[config.mk]
export PLATFORM = sky130hd
export DESIGN_NAME = modular_exponentiation
export DESIGN_NICKNAME = d
export VERILOG_FILES = /design/src/hdl/mexp_pkg.sv /design/src/hdl/mexp_mulmod.sv /design/src/hdl/modular_exponentiation.sv
export SDC_FILE = /design/constraint.sdc
export NUM_CORES = 1
export LEC_CHECK = 0
export BUFFER_PORTS_ARGS = -buffer_cell sky130_fd_sc_hd__buf_2
export CELL_PAD_IN_SITES_DETAIL_PLACEMENT = 0
export CELL_PAD_IN_SITES_GLOBAL_PLACEMENT = 1
export CORE_MARGIN = 4
export CORE_UTILIZATION = 35
export DETAILED_ROUTE_END_ITERATION = 10
export GPL_ROUTABILITY_DRIVEN = 0
export GPL_TIMING_DRIVEN = 1
export PLACE_DENSITY = 0.62
export SLEW_MARGIN = 20
export SYNTH_ARGS = -nofsm -noshare
export SYNTH_HDL_FRONTEND = slang
export SYNTH_SLANG_ARGS = --single-unit
[constraint.sdc]
create_clock -name i_clk -period 11.6 [get_ports i_clk]
set_input_delay 0.58 -clock i_clk [delete_from_list [all_inputs] [get_ports i_clk]]
set_output_delay 0.58 -clock i_clk [all_outputs]
set_load 0.1 [all_outputs]
[src/hdl/mexp_pkg.sv]
// ----------------------------------------------------------------------------
// mexp_pkg
// Shared constants for the modular exponentiation block: default widths and
// the reset value of the modulus register.
// ----------------------------------------------------------------------------
`default_nettype none

package mexp_pkg;

    // Default operand widths
    parameter int MOD_WIDTH_DEF = 31;
    parameter int EXP_WIDTH_DEF = 63;

    // Modulus after reset; taken in its low MOD_WIDTH bits
    parameter logic [30:0] MODULUS_RESET = 31'd1000000007;

endpackage

`default_nettype wire

[src/hdl/mexp_mulmod.sv]
// ----------------------------------------------------------------------------
// mexp_mulmod
// Shared modular multiplier: (a * b) mod m by interleaved shift-and-add,
// one bit of b per cycle from the MSB down. Operand a must be below m.
// ----------------------------------------------------------------------------
`default_nettype none

module mexp_mulmod
    import mexp_pkg::*;
#(
    parameter int MOD_WIDTH = MOD_WIDTH_DEF
) (
    input  wire logic                 i_clk,
    input  wire logic                 i_rst_n,
    input  wire logic                 i_start,
    input  wire logic [MOD_WIDTH-1:0] i_a,
    input  wire logic [MOD_WIDTH-1:0] i_b,
    input  wire logic [MOD_WIDTH:0]   i_m,
    output logic                      o_done,
    output logic [MOD_WIDTH-1:0]      o_result
);

    localparam int CW = $clog2(MOD_WIDTH);

    logic                 r_busy;
    logic                 r_done;
    logic [CW-1:0]        r_cnt;
    logic [MOD_WIDTH-1:0] r_r;
    logic [MOD_WIDTH-1:0] r_a;
    logic [MOD_WIDTH-1:0] r_b;
    logic [MOD_WIDTH:0]   r_m;

    logic [MOD_WIDTH+1:0] w_m;
    logic [MOD_WIDTH+1:0] w_dbl;
    logic [MOD_WIDTH+1:0] w_dbl_red;
    logic [MOD_WIDTH+1:0] w_sum;
    logic [MOD_WIDTH+1:0] w_sum_red;

    // One step: r = (2r mod m + bit * a) mod m; both partial values stay below 2m
    always_comb begin
        w_m       = {1'b0, r_m};
        w_dbl     = {1'b0, r_r, 1'b0};
        w_dbl_red = (w_dbl >= w_m) ? (w_dbl - w_m) : w_dbl;
        w_sum     = w_dbl_red + (r_b[MOD_WIDTH-1] ? {2'b00, r_a} : '0);
        w_sum_red = (w_sum >= w_m) ? (w_sum - w_m) : w_sum;
    end

    always_ff @(posedge i_clk) begin
        if (!i_rst_n) begin
            r_busy <= 1'b0;
            r_done <= 1'b0;
        end else begin
            r_done <= 1'b0;
            if (i_start) begin
                r_busy <= 1'b1;
                r_cnt  <= CW'(MOD_WIDTH - 1);
                r_r    <= '0;
                r_a    <= i_a;
                r_b    <= i_b;
                r_m    <= i_m;
            end else if (r_busy) begin
                r_r <= w_sum_red[MOD_WIDTH-1:0];
                r_b <= {r_b[MOD_WIDTH-2:0], 1'b0};
                r_cnt <= r_cnt - 1'b1;
                if (r_cnt == '0) begin
                    r_busy <= 1'b0;
                    r_done <= 1'b1;
                end
            end
        end
    end

    assign o_done   = r_done;
    assign o_result = r_r;

endmodule

`default_nettype wire

[src/hdl/modular_exponentiation.sv]
// ----------------------------------------------------------------------------
// modular_exponentiation
// base ** exponent mod modulus by binary square-and-multiply on one shared
// shift-and-add modular multiplier, driven by a small sequencer.
// ----------------------------------------------------------------------------
//
//  Channel | Direction | Handshake                  | Payload
//  --------+-----------+----------------------------+---------------------------
//  input   | in        | i_valid / o_stall          | i_base, i_exponent
//  output  | out       | o_valid / i_stall          | o_power_mod
//  config  | in        | i_cfg_valid / o_cfg_ready  | i_cfg_modulus
//
//  Work: an item with exponent e > 0 uses the shared multiplier for one
//  multiply to reduce the base, one per set bit and one squaring per bit
//  below the top one, with one decision step per exponent bit. A zero
//  exponent skips the multiplier.
//  Reset: synchronous, active low; clears the sequencer and output valid and
//  loads the modulus with its default.
//  Stalls: o_stall is high while an item is in work; a finished result waits
//  in the output register, and the next item is taken meanwhile.
//
`default_nettype none

module modular_exponentiation
    import mexp_pkg::*;
#(
    parameter int MOD_WIDTH = MOD_WIDTH_DEF,
    parameter int EXP_WIDTH = EXP_WIDTH_DEF
) (
    input  wire logic                 i_clk,
    input  wire logic                 i_rst_n,
    // input transfer
    input  wire logic                 i_valid,
    output logic                      o_stall,
    input  wire logic [MOD_WIDTH-1:0] i_base,
    input  wire logic [EXP_WIDTH-1:0] i_exponent,
    // output transfer
    output logic                      o_valid,
    input  wire logic                 i_stall,
    output logic [MOD_WIDTH-1:0]      o_power_mod,
    // configuration write
    input  wire logic                 i_cfg_valid,
    output logic                      o_cfg_ready,
    input  wire logic [MOD_WIDTH-1:0] i_cfg_modulus
);

    typedef enum logic [2:0] {
        S_IDLE,
        S_RED,
        S_BIT,
        S_MUL,
        S_SQR,
        S_FIN
    } t_state;

    t_state               r_state,     n_state;
    logic [MOD_WIDTH-1:0] r_modulus,   n_modulus;
    logic [MOD_WIDTH-1:0] r_x,         n_x;
    logic [MOD_WIDTH-1:0] r_acc,       n_acc;
    logic [EXP_WIDTH-1:0] r_exp,       n_exp;
    logic                 r_start,     n_start;
    logic [MOD_WIDTH-1:0] r_op_a,      n_op_a;
    logic [MOD_WIDTH-1:0] r_op_b,      n_op_b;
    logic                 r_out_valid, n_out_valid;
    logic [MOD_WIDTH-1:0] r_out,       n_out;

    logic [MOD_WIDTH:0]   w_m_eff;
    logic [MOD_WIDTH-1:0] w_one_mod;
    logic                 w_mm_done;
    logic [MOD_WIDTH-1:0] w_mm_result;

    // A zero modulus register means 2^MOD_WIDTH: arithmetic wraps at the width
    assign w_m_eff   = {(r_modulus == '0), r_modulus};
    // 1 mod m; only a modulus of one brings it to zero
    assign w_one_mod = (r_modulus == MOD_WIDTH'(1)) ? '0 : MOD_WIDTH'(1);

    mexp_mulmod #(
        .MOD_WIDTH (MOD_WIDTH)
    ) u_mulmod (
        .i_clk    (i_clk),
        .i_rst_n  (i_rst_n),
        .i_start  (r_start),
        .i_a      (r_op_a),
        .i_b      (r_op_b),
        .i_m      (w_m_eff),
        .o_done   (w_mm_done),
        .o_result (w_mm_result)
    );

    always_comb begin
        n_state     = r_state;
        n_modulus   = r_modulus;
        n_x         = r_x;
        n_acc       = r_acc;
        n_exp       = r_exp;
        n_start     = 1'b0;
        n_op_a      = r_op_a;
        n_op_b      = r_op_b;
        n_out_valid = r_out_valid;
        n_out       = r_out;

        // The user must write configuration only while idle; the block does not enforce it
        if (i_cfg_valid) begin
            n_modulus = i_cfg_modulus;
        end

        // Drop the held result once the consumer takes it
        if (r_out_valid && !i_stall) begin
            n_out_valid = 1'b0;
        end

        case (r_state)
            S_IDLE: begin
                if (i_valid) begin
                    n_exp = i_exponent;
                    n_x   = i_base;
                    if (i_exponent == '0) begin
                        // No reduction step: result is 1 for any modulus
                        n_acc   = MOD_WIDTH'(1);
                        n_state = S_FIN;
                    end else begin
                        // Reduce the base first: x = (1 mod m) * base mod m
                        n_acc   = w_one_mod;
                        n_start = 1'b1;
                        n_op_a  = w_one_mod;
                        n_op_b  = i_base;
                        n_state = S_RED;
                    end
                end
            end
            S_RED: begin
                if (w_mm_done) begin
                    n_x     = w_mm_result;
                    n_state = S_BIT;
                end
            end
            S_BIT: begin
                // Exponent is nonzero here
                n_start = 1'b1;
                if (r_exp[0]) begin
                    n_op_a  = r_acc;
                    n_op_b  = r_x;
                    n_state = S_MUL;
                end else begin
                    n_op_a  = r_x;
                    n_op_b  = r_x;
                    n_state = S_SQR;
                end
            end
            S_MUL: begin
                if (w_mm_done) begin
                    n_acc = w_mm_result;
                    if (r_exp[EXP_WIDTH-1:1] == '0) begin
                        // Top bit done: the last squaring would not be used
                        n_state = S_FIN;
                    end else begin
                        n_start = 1'b1;
                        n_op_a  = r_x;
                        n_op_b  = r_x;
                        n_state = S_SQR;
                    end
                end
            end
            S_SQR: begin
                if (w_mm_done) begin
                    n_x   = w_mm_result;
                    n_exp = {1'b0, r_exp[EXP_WIDTH-1:1]};
                    if (r_exp[EXP_WIDTH-1:1] == '0) begin
                        n_state = S_FIN;
                    end else begin
                        n_state = S_BIT;
                    end
                end
            end
            S_FIN: begin
                // Hold until the output register is free
                if (!r_out_valid || !i_stall) begin
                    n_out_valid = 1'b1;
                    n_out       = r_acc;
                    n_state     = S_IDLE;
                end
            end
            default: begin
                n_state = S_IDLE;
            end
        endcase
    end

    always_ff @(posedge i_clk) begin
        if (!i_rst_n) begin
            r_state     <= S_IDLE;
            r_modulus   <= MODULUS_RESET[MOD_WIDTH-1:0];
            r_start     <= 1'b0;
            r_out_valid <= 1'b0;
        end else begin
            r_state     <= n_state;
            r_modulus   <= n_modulus;
            r_start     <= n_start;
            r_out_valid <= n_out_valid;
            r_x         <= n_x;
            r_acc       <= n_acc;
            r_exp       <= n_exp;
            r_op_a      <= n_op_a;
            r_op_b      <= n_op_b;
            r_out       <= n_out;
        end
    end

    assign o_stall     = (r_state != S_IDLE);
    assign o_valid     = r_out_valid;
    assign o_power_mod = r_out;
    assign o_cfg_ready = 1'b1;

endmodule

`default_nettype wire

==> impl_metrics.env, run 1 <==
export IMPL_status="finished clean"
export IMPL_cts_buffer_depth=3
export IMPL_grt_max_degree=66
export IMPL_cp_arrival_ns=9.31
export IMPL_worstHoldEndpoint="r_modulus[14]"
export IMPL_numCtsBuffers=46
export IMPL_tns_ns=0
export IMPL_initial_core_util_pct=35.6
export IMPL_hp_start="i_cfg_modulus[14]"
export IMPL_yosysTopAreaCell="edfxtp_1"
export IMPL_htreeDepth=2
export IMPL_grtUsageMet2_pct=32.9
export IMPL_crit_family="compound AO/OA/AOI/OAI gates"
export IMPL_wl_per_cell_um=22.9
export IMPL_stdcell_count=2848
export IMPL_use_met3_pct=3.25
export IMPL_fp_row_count=89
export IMPL_ys_ff_latch=386
export IMPL_maxCapViolations=0
export IMPL_design_core_area_um2=59500
export IMPL_crit_top_cell="ha_1"
export IMPL_antenna_diode_count=0
export IMPL_cts_sinks=386
export IMPL_drc=0
export IMPL_min_path_cells=3
export IMPL_path_clk_slew_ns=0.06
export IMPL_reg2reg_from="u_mulmod.o_result[24]"
export IMPL_ys_warnings_count=0
export IMPL_max_stage_delay_ns=0.64
export IMPL_fill_cells=5739
export IMPL_drtIter0Drc=1171
export IMPL_yosysSeqAreaShare_pct=53.0
export IMPL_area_delta_synth_final_pct=15.3
export IMPL_rr_worst_depth=27
export IMPL_required_ns=11.99
export IMPL_worst_path_buf_inv=1
export IMPL_syn_inst=1889
export IMPL_synth_nets=2118
export IMPL_min_period_over_period_pct=76.9
export IMPL_path_class="reg -> reg"
export IMPL_synth_edf_count=348
export IMPL_io_buffers=162
export IMPL_pin_count=164
export IMPL_cp_slowest_cell="a2bb2oi_4"
export IMPL_synth_cell_types=80
export IMPL_dp_hpwl_mm=47.1
export IMPL_synth_cell_area_um2=21100
export IMPL_fp_dieW_um=254
export IMPL_finalHoldViolCount=0
export IMPL_fin_skew_ns=0.0200
export IMPL_synth_area_per_cell_um2=11.2
export IMPL_drtPass1Iterations=5
export IMPL_first_global_vias=15289
export IMPL_ant_nets=0
export IMPL_cts_root_buf="clkbuf_16"
export IMPL_cp_startpoint="u_mulmod.o_result[24]"
export IMPL_drt_vias_per_instance=5.39
export IMPL_min_path_type="in -> reg"
export IMPL_dp_cells=2762
export IMPL_ff2ff_setup_slack_ns=2.68
export IMPL_ctsResizeCount=0
export IMPL_crit_cells=27
export IMPL_finalSetupViolations=0
export IMPL_grt_pass1_wl_mm=96.7
export IMPL_max_freq_mhz=112
export IMPL_layout_nets=2266
export IMPL_synth_top_area_share_pct=49.4
export IMPL_die_h_um=254
export IMPL_drv_slew=0
export IMPL_dieArea_um2=64400
export IMPL_rsz0062_at_grt="false"
export IMPL_routed_via_count=15355
export IMPL_cts_tree="done"
export IMPL_ys_async_sr_fraction_pct=0
export IMPL_synth_area_top_cells="edfxtp_1, mux2_2, ha_1"
export IMPL_finalCriticalPeriod_ns=8.92
export IMPL_start_kind="register"
export IMPL_grt_total_usage_pct=19.8
export IMPL_yosysMostFrequentCell="edfxtp_1"
export IMPL_cts_hold_buffers_added=0
export IMPL_reg2reg_to="u_mulmod.o_result[11]"
export IMPL_worstSkewPairLatency_ns=0.59
export IMPL_relSlewSlack_pct=28.2
export IMPL_cp_end_kind="register"
export IMPL_crit_fanout=29
export IMPL_postRouteWirelength_mm=65.3
export IMPL_top_usage_layer="met2"
export IMPL_drive_above_1_share_pct=20.2
export IMPL_design_area_um2=24400
export IMPL_grt_overflow=0
export IMPL_grt_use_met1_pct=27.4
export IMPL_tightest_slew_ns=1.08
export IMPL_dpl_cell_area_um2=22800
export IMPL_antenna_found_initial=2
export IMPL_synth_commonest_cells="edfxtp_1, nand2_1, a21oi_1, mux2_2, ha_1"
export IMPL_synthFlopType="edfxtp_1"
export IMPL_post_cts_setup_buffers=0
flip-flops by register name, summed over array words and instances (netlist names), 3 cells and up:
register,cells
o_power_mod,31
r_acc,31
r_exp,63
r_modulus,31
r_op_a,31
r_op_b,31
r_state,3
r_x,31
u_mulmod.o_result,31
u_mulmod.r_a,31
u_mulmod.r_b,31
u_mulmod.r_cnt,5
u_mulmod.r_m,32
layout make-up:
type / count / area, µm² / share of cell area (%)
Clock buffer: 67 / 1310 / 5.38
Clock inverter: 19 / 267 / 1.09
Inverter: 80 / 300 / 1.23
Multi-Input combinational cell: 1344 / 9380 / 38.5
Sequential cell: 386 / 11200 / 46.0
Tap cell: 773 / 967 / 3.97
Timing Repair Buffer: 179 / 938 / 3.85
metrics by stage:
stage                     utilization (%)  setup WS [ns]  hold WS, ns
after detailed placement             38.3           2.77        0.405
final                                41.0           2.68        0.216
after global placement               38.3           2.88        0.400
after global routing                 41.0           2.16        0.207
after floorplan                         -           3.43        0.400
after CTS                            41.0           2.71        0.190
worst max path at each step:
stage	end
2_1_floorplan	r_op_a[0]
3_3_place_gp	u_mulmod.o_result[29]
3_5_place_dp	u_mulmod.o_result[11]
4_1_cts	u_mulmod.o_result[11]
5_1_grt	u_mulmod.o_result[11]
6_report	u_mulmod.o_result[11]
placed cells by master (no fill, tap or decap), drive strengths merged, types with 4 or more instances in the layout:
| cell type | n |
|---|---|
| a21oi | 149 |
| clkbuf | 67 |
| and2 | 41 |
| mux2 | 134 |
| o31ai | 15 |
| nor2 | 88 |
| o211a | 4 |
| ha | 96 |
| nor3 | 28 |
| o22ai | 4 |
| nor4b | 5 |
| a211o | 6 |
| o31a | 4 |
| bufinv | 6 |
| nor4 | 41 |
| nor2b | 24 |
| xor2 | 26 |
| o21ai | 63 |
| nand2 | 236 |
| edfxtp | 348 |
| or3 | 9 |
| buf | 179 |
| nand3 | 42 |
| a31o | 4 |
| inv | 84 |
| a211oi | 12 |
| a31oi | 8 |
| o21bai | 13 |
| and3 | 37 |
| o211ai | 6 |
| nand2b | 16 |
| nand4 | 32 |
| mux2i | 37 |
| o41ai | 4 |
| xnor2 | 56 |
| a21o | 42 |
| o21a | 20 |
| o311a | 4 |
| dfxtp | 38 |
| clkinv | 9 |
layer usage:
metal,routed length [µm],up-vias
met5,0,-
met4,1290,0
met3,3540,69
met2,31200,411
met1,29300,7568
li1,-,7307
worst register-to-register path, delay by kind of cell (launching register included):
family	cells	cell delay (ns)
mux	1	0.41
fa+ha+maj	3	1.05
buf+inv	1	0.46
compound gates	11	3.28
flops	1	0.48
simple gates	10	2.85
xor+xnor	1	0.17
kinds of logic (layout without fill, tap and decap cells):
kind of cell             Yosys count  in the layout  share of synthesized area (%)
AO/OA/AOI/OAI                    381            381                           11.7
XOR/XNOR                          82             82                           3.40
adder cells (fa/ha/maj)           99             99                           5.96
buffers and inverters            159            345                           2.98
flip-flops                       386            386                           53.0
multiplexers                     171            171                           8.89
other                              1              1                         0.0177
AND/OR/NAND/NOR                  610            610                           14.1
Power of run 1 is not shown: default switching activity piles up to over one toggle a cycle in this logic, so the estimate is an artifact.
==> run 2, diff against run 1 <==
--- a/config.mk
+++ b/config.mk
@@ -5,6 +5,7 @@
 export SDC_FILE = /design/constraint.sdc
 export NUM_CORES = 1
 export LEC_CHECK = 0
+export ABC_AREA = 1
 export BUFFER_PORTS_ARGS = -buffer_cell sky130_fd_sc_hd__buf_2
 export CELL_PAD_IN_SITES_DETAIL_PLACEMENT = 0
 export CELL_PAD_IN_SITES_GLOBAL_PLACEMENT = 1
@@ -13,7 +14,7 @@
 export DETAILED_ROUTE_END_ITERATION = 10
 export GPL_ROUTABILITY_DRIVEN = 0
 export GPL_TIMING_DRIVEN = 1
-export PLACE_DENSITY = 0.62
+export PLACE_DENSITY = 0.67
 export SLEW_MARGIN = 20
 export SYNTH_ARGS = -nofsm -noshare
 export SYNTH_HDL_FRONTEND = slang
==> constraint.sdc (replaced) <==
create_clock -name i_clk -period 8.11 [get_ports i_clk]
set_input_delay 0.4055 -clock i_clk [delete_from_list [all_inputs] [get_ports i_clk]]
set_output_delay 0.4055 -clock i_clk [all_outputs]
set_load 0.1 [all_outputs]
==> run 2 against run 1 <==
Effect of this change:
- worst setup slack got worse by 1.6 ns
- hold slack got worse by 0.17 ns
- register-to-register slack got worse by 1.6 ns
- routed wire length fell by 4.9%
- area after synthesis rose by 1.1%
- first-iteration DRC count rose by 11%
- core utilization fell by 0.080 points
- global-route usage fell by 1.2 points
- clock-buffer cell count fell by 4
- sequential share of layout area fell by 0.68 points
- non-clock buffer count rose by 4
- highest routed layer unchanged
==> impl_metrics.env, run 2 <==
export IMPL_dp_hpwl_mm=47.4
export IMPL_worstSkewPairLatency_ns=0.59
export IMPL_synth_nets=2713
export IMPL_path_class="reg -> reg"
export IMPL_synth_area_per_cell_um2=8.61
export IMPL_drc=0
export IMPL_largest_register_ffs=63
export IMPL_pin_count=164
export IMPL_ctsResizeCount=0
export IMPL_tns_ns=0
export IMPL_postRouteWirelength_mm=62.1
export IMPL_die_h_um=255
export IMPL_fp_dieW_um=255
export IMPL_cp_slowest_cell="edfxtp_1"
export IMPL_path_clk_slew_ns=0.06
export IMPL_max_stage_delay_ns=0.52
export IMPL_tightest_slew_ns=0.898
export IMPL_finalCriticalPeriod_ns=7.07
export IMPL_cts_tree="done"
export IMPL_synth_top_area_share_pct=48.9
export IMPL_ant_nets=0
export IMPL_ys_warnings_count=0
export IMPL_relSlewSlack_pct=40.1
export IMPL_finalSetupViolations=0
export IMPL_synth_cell_area_um2=21400
export IMPL_syn_inst=2484
export IMPL_io_buffers=162
export IMPL_maxCapViolations=0
export IMPL_drv_slew=0
export IMPL_yosysSeqAreaShare_pct=52.4
export IMPL_final_common_cell="nand2_1"
export IMPL_finalHoldViolCount=0
export IMPL_worst_slack_ns=1.04
export IMPL_start_kind="register"
export IMPL_required_ns=8.44
export IMPL_layout_common_cells="nand2_1, edfxtp_1, inv_1"
export IMPL_max_freq_mhz=141
export IMPL_pre_cts_ws_ns=1.17
export IMPL_reg_top3="r_exp x63, u_mulmod.r_m x32"
export IMPL_cts_sinks=386
export IMPL_cp_end_kind="register"
export IMPL_drt_vias_per_instance=4.95
export IMPL_initial_core_util_pct=35.4
export IMPL_design_core_area_um2=60500
export IMPL_grt_overflow=0
export IMPL_htreeDepth=2
export IMPL_yosysMostFrequentCell="nand2_1"
export IMPL_post_cts_setup_buffers=0
export IMPL_dieArea_um2=65100
export IMPL_cts_hold_buffers_added=0
export IMPL_grt_max_degree=74
export IMPL_synth_commonest_cells="nand2_1, edfxtp_1, inv_1, nor2_1, o21ai_0"
export IMPL_synth_area_top_cells="edfxtp_1, nand2_1, inv_1"
export IMPL_first_global_vias=16736
export IMPL_antenna_diode_count=0
export IMPL_numCtsBuffers=45
export IMPL_synth_edf_count=348
export IMPL_ys_ff_latch=386
export IMPL_area_delta_synth_final_pct=15.7
export IMPL_cp_arrival_ns=7.40
export IMPL_rsz0062_at_grt="false"
export IMPL_fin_skew_ns=0.0224
export IMPL_crit_fanout=62
export IMPL_layout_nets=2873
export IMPL_min_path_type="in -> reg"
export IMPL_drive_above_1_share_pct=10.8
export IMPL_wl_per_cell_um=17.9
export IMPL_ys_async_sr_fraction_pct=0
export IMPL_grt_pass1_wl_mm=94.1
export IMPL_yosysTopAreaCell="edfxtp_1"
export IMPL_drtIter0Drc=1296
export IMPL_min_period_over_period_pct=87.2
export IMPL_routed_via_count=17138
export IMPL_cts_buffer_depth=3
export IMPL_synthFlopType="edfxtp_1"
export IMPL_max_flop_register="r_exp"
export IMPL_grt_total_usage_pct=18.7
export IMPL_antenna_found_initial=1
export IMPL_crit_top_cell="nand2_1"
export IMPL_fp_row_count=90
export IMPL_synth_cell_types=46
export IMPL_drtPass1Iterations=5
export IMPL_cts_root_buf="clkbuf_16"
export IMPL_status="finished clean"
-- run 2: layout make-up --
cell class	count	area, µm²
multi-input combinational	1682	8650
inverter	346	1300
timing repair buffer	183	1030
sequential	386	11200
tap	782	978
fill	6073	35700
clock buffer	63	1310
clock inverter	21	264
-- run 2: cells by family (layout without fill, tap and decap cells) --
kind of cell             after synthesis  in the layout  share of synthesized area, %
other                                  1              1                        0.0175
AND/OR/NAND/NOR                     1131           1131                          21.5
flip-flops                           386            386                          52.4
AO/OA/AOI/OAI                        374            374                          9.53
adder cells (fa/ha/maj)               99             99                          5.90
buffers and inverters                416            613                          7.47
XOR/XNOR                              77             77                          3.15
-- run 2: layer usage --
metal	global-route usage, %	up-vias	wire [µm]
li1	-	8558	-
met1	23.7	8076	26200
met5	0	-	0
met2	33.1	428	31000
met3	2.98	76	3370
met4	5.28	0	1520
-- run 2: worst paths after layout --
kind                                            start              endpoint  slack (ns)  cells past startpoint
worst max-delay path            u_mulmod.o_result[28]  u_mulmod.o_result[2]        1.04                     34
worst min-delay path                 i_cfg_modulus[0]          r_modulus[0]        0.05                      3
worst max register to register  u_mulmod.o_result[28]  u_mulmod.o_result[2]        1.04                     34
worst min register to register             r_op_a[21]      u_mulmod.r_a[21]        0.42                      0
-- run 2: per-stage QoR --
step           instances  utilization, %  hold WS (ns)  cell area (µm²)
4_1_cts             3460            40.8        0.0111            24700
6_report            3463            40.9        0.0469            24700
3_3_place_gp        3376            38.2         0.402            23100
2_1_floorplan       2484               -         0.400            21400
3_5_place_dp        3376            38.2         0.405            23100
5_1_grt             3463            40.9        0.0349            24700
-- run 2: critical path, delay by kind of cell, from the launching register on --
| kind | cells | cell delay (ns) |
|---|---|---|
| adder cells (fa/ha/maj) | 3 | 1.23 |
| buffers and inverters | 5 | 0.57 |
| flip-flops | 1 | 0.52 |
| XOR/XNOR | 1 | 0.34 |
| AO/OA/AOI/OAI | 8 | 1.72 |
| AND/OR/NAND/NOR | 17 | 2.37 |
Power of run 2 is left out for the same reason.
==> run 3, diff against run 2 <==
--- a/config.mk
+++ b/config.mk
@@ -13,7 +13,7 @@
 export CORE_UTILIZATION = 35
 export DETAILED_ROUTE_END_ITERATION = 10
 export GPL_ROUTABILITY_DRIVEN = 0
-export GPL_TIMING_DRIVEN = 1
+export GPL_TIMING_DRIVEN = 0
 export PLACE_DENSITY = 0.67
 export SLEW_MARGIN = 20
 export SYNTH_ARGS = -nofsm -noshare
==> run 3 against run 2 <==
Effect of this change:
- sequential share of layout area down 0.42 points
- core utilization up 0.39 points
- clock-buffer cell count up 1
- die area unchanged
- largest cell class unchanged
==> impl_metrics.env, run 3 (synthesis results as in run 2) <==
export IMPL_status="finished clean"
export IMPL_fp_row_count=90
export IMPL_cp_startpoint="u_mulmod.o_result[7]"
export IMPL_post_cts_setup_buffers=0
export IMPL_drc=0
export IMPL_path_class="reg -> reg"
export IMPL_cts_sinks=386
export IMPL_layout_nets=2939
export IMPL_cts_buffer_depth=3
export IMPL_maxCapViolations=0
export IMPL_drtIter0Drc=1311
export IMPL_numCtsBuffers=45
export IMPL_min_path_type="in -> reg"
export IMPL_reg_top3="r_exp x63, u_mulmod.r_m x32"
export IMPL_grt_max_degree=35
export IMPL_finalHoldViolCount=0
export IMPL_drive_above_1_share_pct=10.3
export IMPL_htreeDepth=2
export IMPL_min_period_over_period_pct=91.9
export IMPL_fin_skew_ns=0.0229
export IMPL_cp_arrival_ns=7.88
export IMPL_pin_count=164
export IMPL_largest_register_ffs=63
export IMPL_tightest_slew_ns=0.945
export IMPL_cp_slowest_cell="nor4_2"
export IMPL_rr_worst_depth=33
export IMPL_drt_vias_per_instance=4.93
export IMPL_ant_nets=0
export IMPL_path_clk_slew_ns=0.06
export IMPL_max_flop_register="r_exp"
export IMPL_cts_tree="done"
export IMPL_crit_end="u_mulmod.o_result[25]"
export IMPL_dp_hpwl_mm=51.6
export IMPL_finalCriticalPeriod_ns=7.45
export IMPL_max_freq_mhz=134
export IMPL_worstSkewPairLatency_ns=0.59
export IMPL_cp_end_kind="register"
export IMPL_grt_total_usage_pct=19.3
export IMPL_relSlewSlack_pct=36.8
export IMPL_grt_pass1_wl_mm=96.4
export IMPL_grt_overflow=0
export IMPL_io_buffers=161
export IMPL_area_delta_synth_final_pct=16.8
export IMPL_ff2ff_setup_slack_ns=0.66
export IMPL_start_kind="register"
export IMPL_cts_root_buf="clkbuf_16"
export IMPL_reg2reg_to="u_mulmod.o_result[25]"
export IMPL_design_core_area_um2=60500
export IMPL_finalSetupViolations=0
export IMPL_drv_slew=0
export IMPL_crit_fanout=10
export IMPL_drtPass1Iterations=5
export IMPL_wl_per_cell_um=18.1
export IMPL_final_common_cell="nand2_1"
export IMPL_dieArea_um2=65100
export IMPL_routed_via_count=17403
export IMPL_fill_cells=6118
export IMPL_initial_core_util_pct=35.4
export IMPL_first_global_vias=17002
export IMPL_fp_dieW_um=255
export IMPL_die_h_um=255
export IMPL_layout_common_cells="nand2_1, edfxtp_1, inv_1"
export IMPL_tns_ns=0
export IMPL_max_stage_delay_ns=0.69
export IMPL_postRouteWirelength_mm=64.0
export IMPL_reg2reg_from="u_mulmod.o_result[7]"
export IMPL_rsz0062_at_grt="false"
export IMPL_required_ns=8.53
export IMPL_antenna_found_initial=4
==> run 3: cell count changes in the layout (fill, tap and decap cells not counted), sizes merged <==
| cell | change |
|---|---|
| clkbuf | +60 |
| buf | +6 |
| clkinv | -3 |
| bufinv | -1 |
| clkinvlp | +1 |
| diode | +1 |
| dlygate4sd3 | +1 |
| inv | -1 |
==> run 3: layout make-up <==
class / instances / area [µm²] / area share (%)
multi-input combinational: 1682 / 8640 / 34.6
clock buffer: 64 / 1260 / 5.05
tap: 782 / 978 / 3.92
sequential: 386 / 11200 / 44.9
antenna: 1 / 2.50 / 0.0100
clock inverter: 17 / 195 / 0.782
buffer: 70 / 299 / 1.20
timing repair buffer: 179 / 1090 / 4.36
inverter: 346 / 1300 / 5.21
==> run 3: critical path: cells and delay by family (launching register included) <==
family	cells	cell delay (ns)
AO/OA/AOI/OAI	7	1.27
buffers and inverters	6	1.30
adder cells (fa/ha/maj)	3	1.06
XOR/XNOR	1	0.21
flip-flops	1	0.50
AND/OR/NAND/NOR	16	2.90
==> run 3: how the worst min path moves through the flow <==
stage,start,endpoint,slack [ns],cells past startpoint
CTS,i_cfg_modulus[5],r_modulus[5],0.01,3
detailed placement,r_op_a[30],u_mulmod.r_a[30],0.41,0
floorplan,r_op_a[0],u_mulmod.r_a[0],0.40,0
global route,i_cfg_modulus[25],r_modulus[25],0.03,3
finish,i_cfg_modulus[0],r_modulus[0],0.04,3
global placement,r_op_a[1],u_mulmod.r_a[1],0.40,0
==> run 3: timing repair <==
| action | 4_1_cts | 5_1_grt |
|---|---|---|
| hold buffers | 1 | 0 |
| resized for setup | 0 | 1 |
| endpoints found under the hold margin | 1 | 0 |
| setup endpoints to repair | 0 | 12 |
==> run 3: routing by layer <==
metal | vias to the layer above | global-route usage (%) | wire, µm
li1 | 8702 | - | -
met4 | 4 | 5.60 | 1940
met2 | 387 | 32.6 | 30500
met1 | 8217 | 25.8 | 28500
met5 | - | 0 | 22
met3 | 93 | 3.23 | 3040
==> run 3: stage by stage <==
stage          hold slack [ns]  setup WS (ns)  instances  cell area, µm²  utilization [%]
2_1_floorplan            0.400           1.77       2484           21400                -
3_5_place_dp             0.407          0.641       3444           23500             38.9
4_1_cts                 0.0118          0.610       3526           25000             41.3
6_report                0.0415          0.660       3527           25000             41.3
5_1_grt                 0.0316          0.128       3527           25000             41.3
3_3_place_gp             0.402          0.138       3427           23200             38.3
Power of run 3 is left out for the same reason.
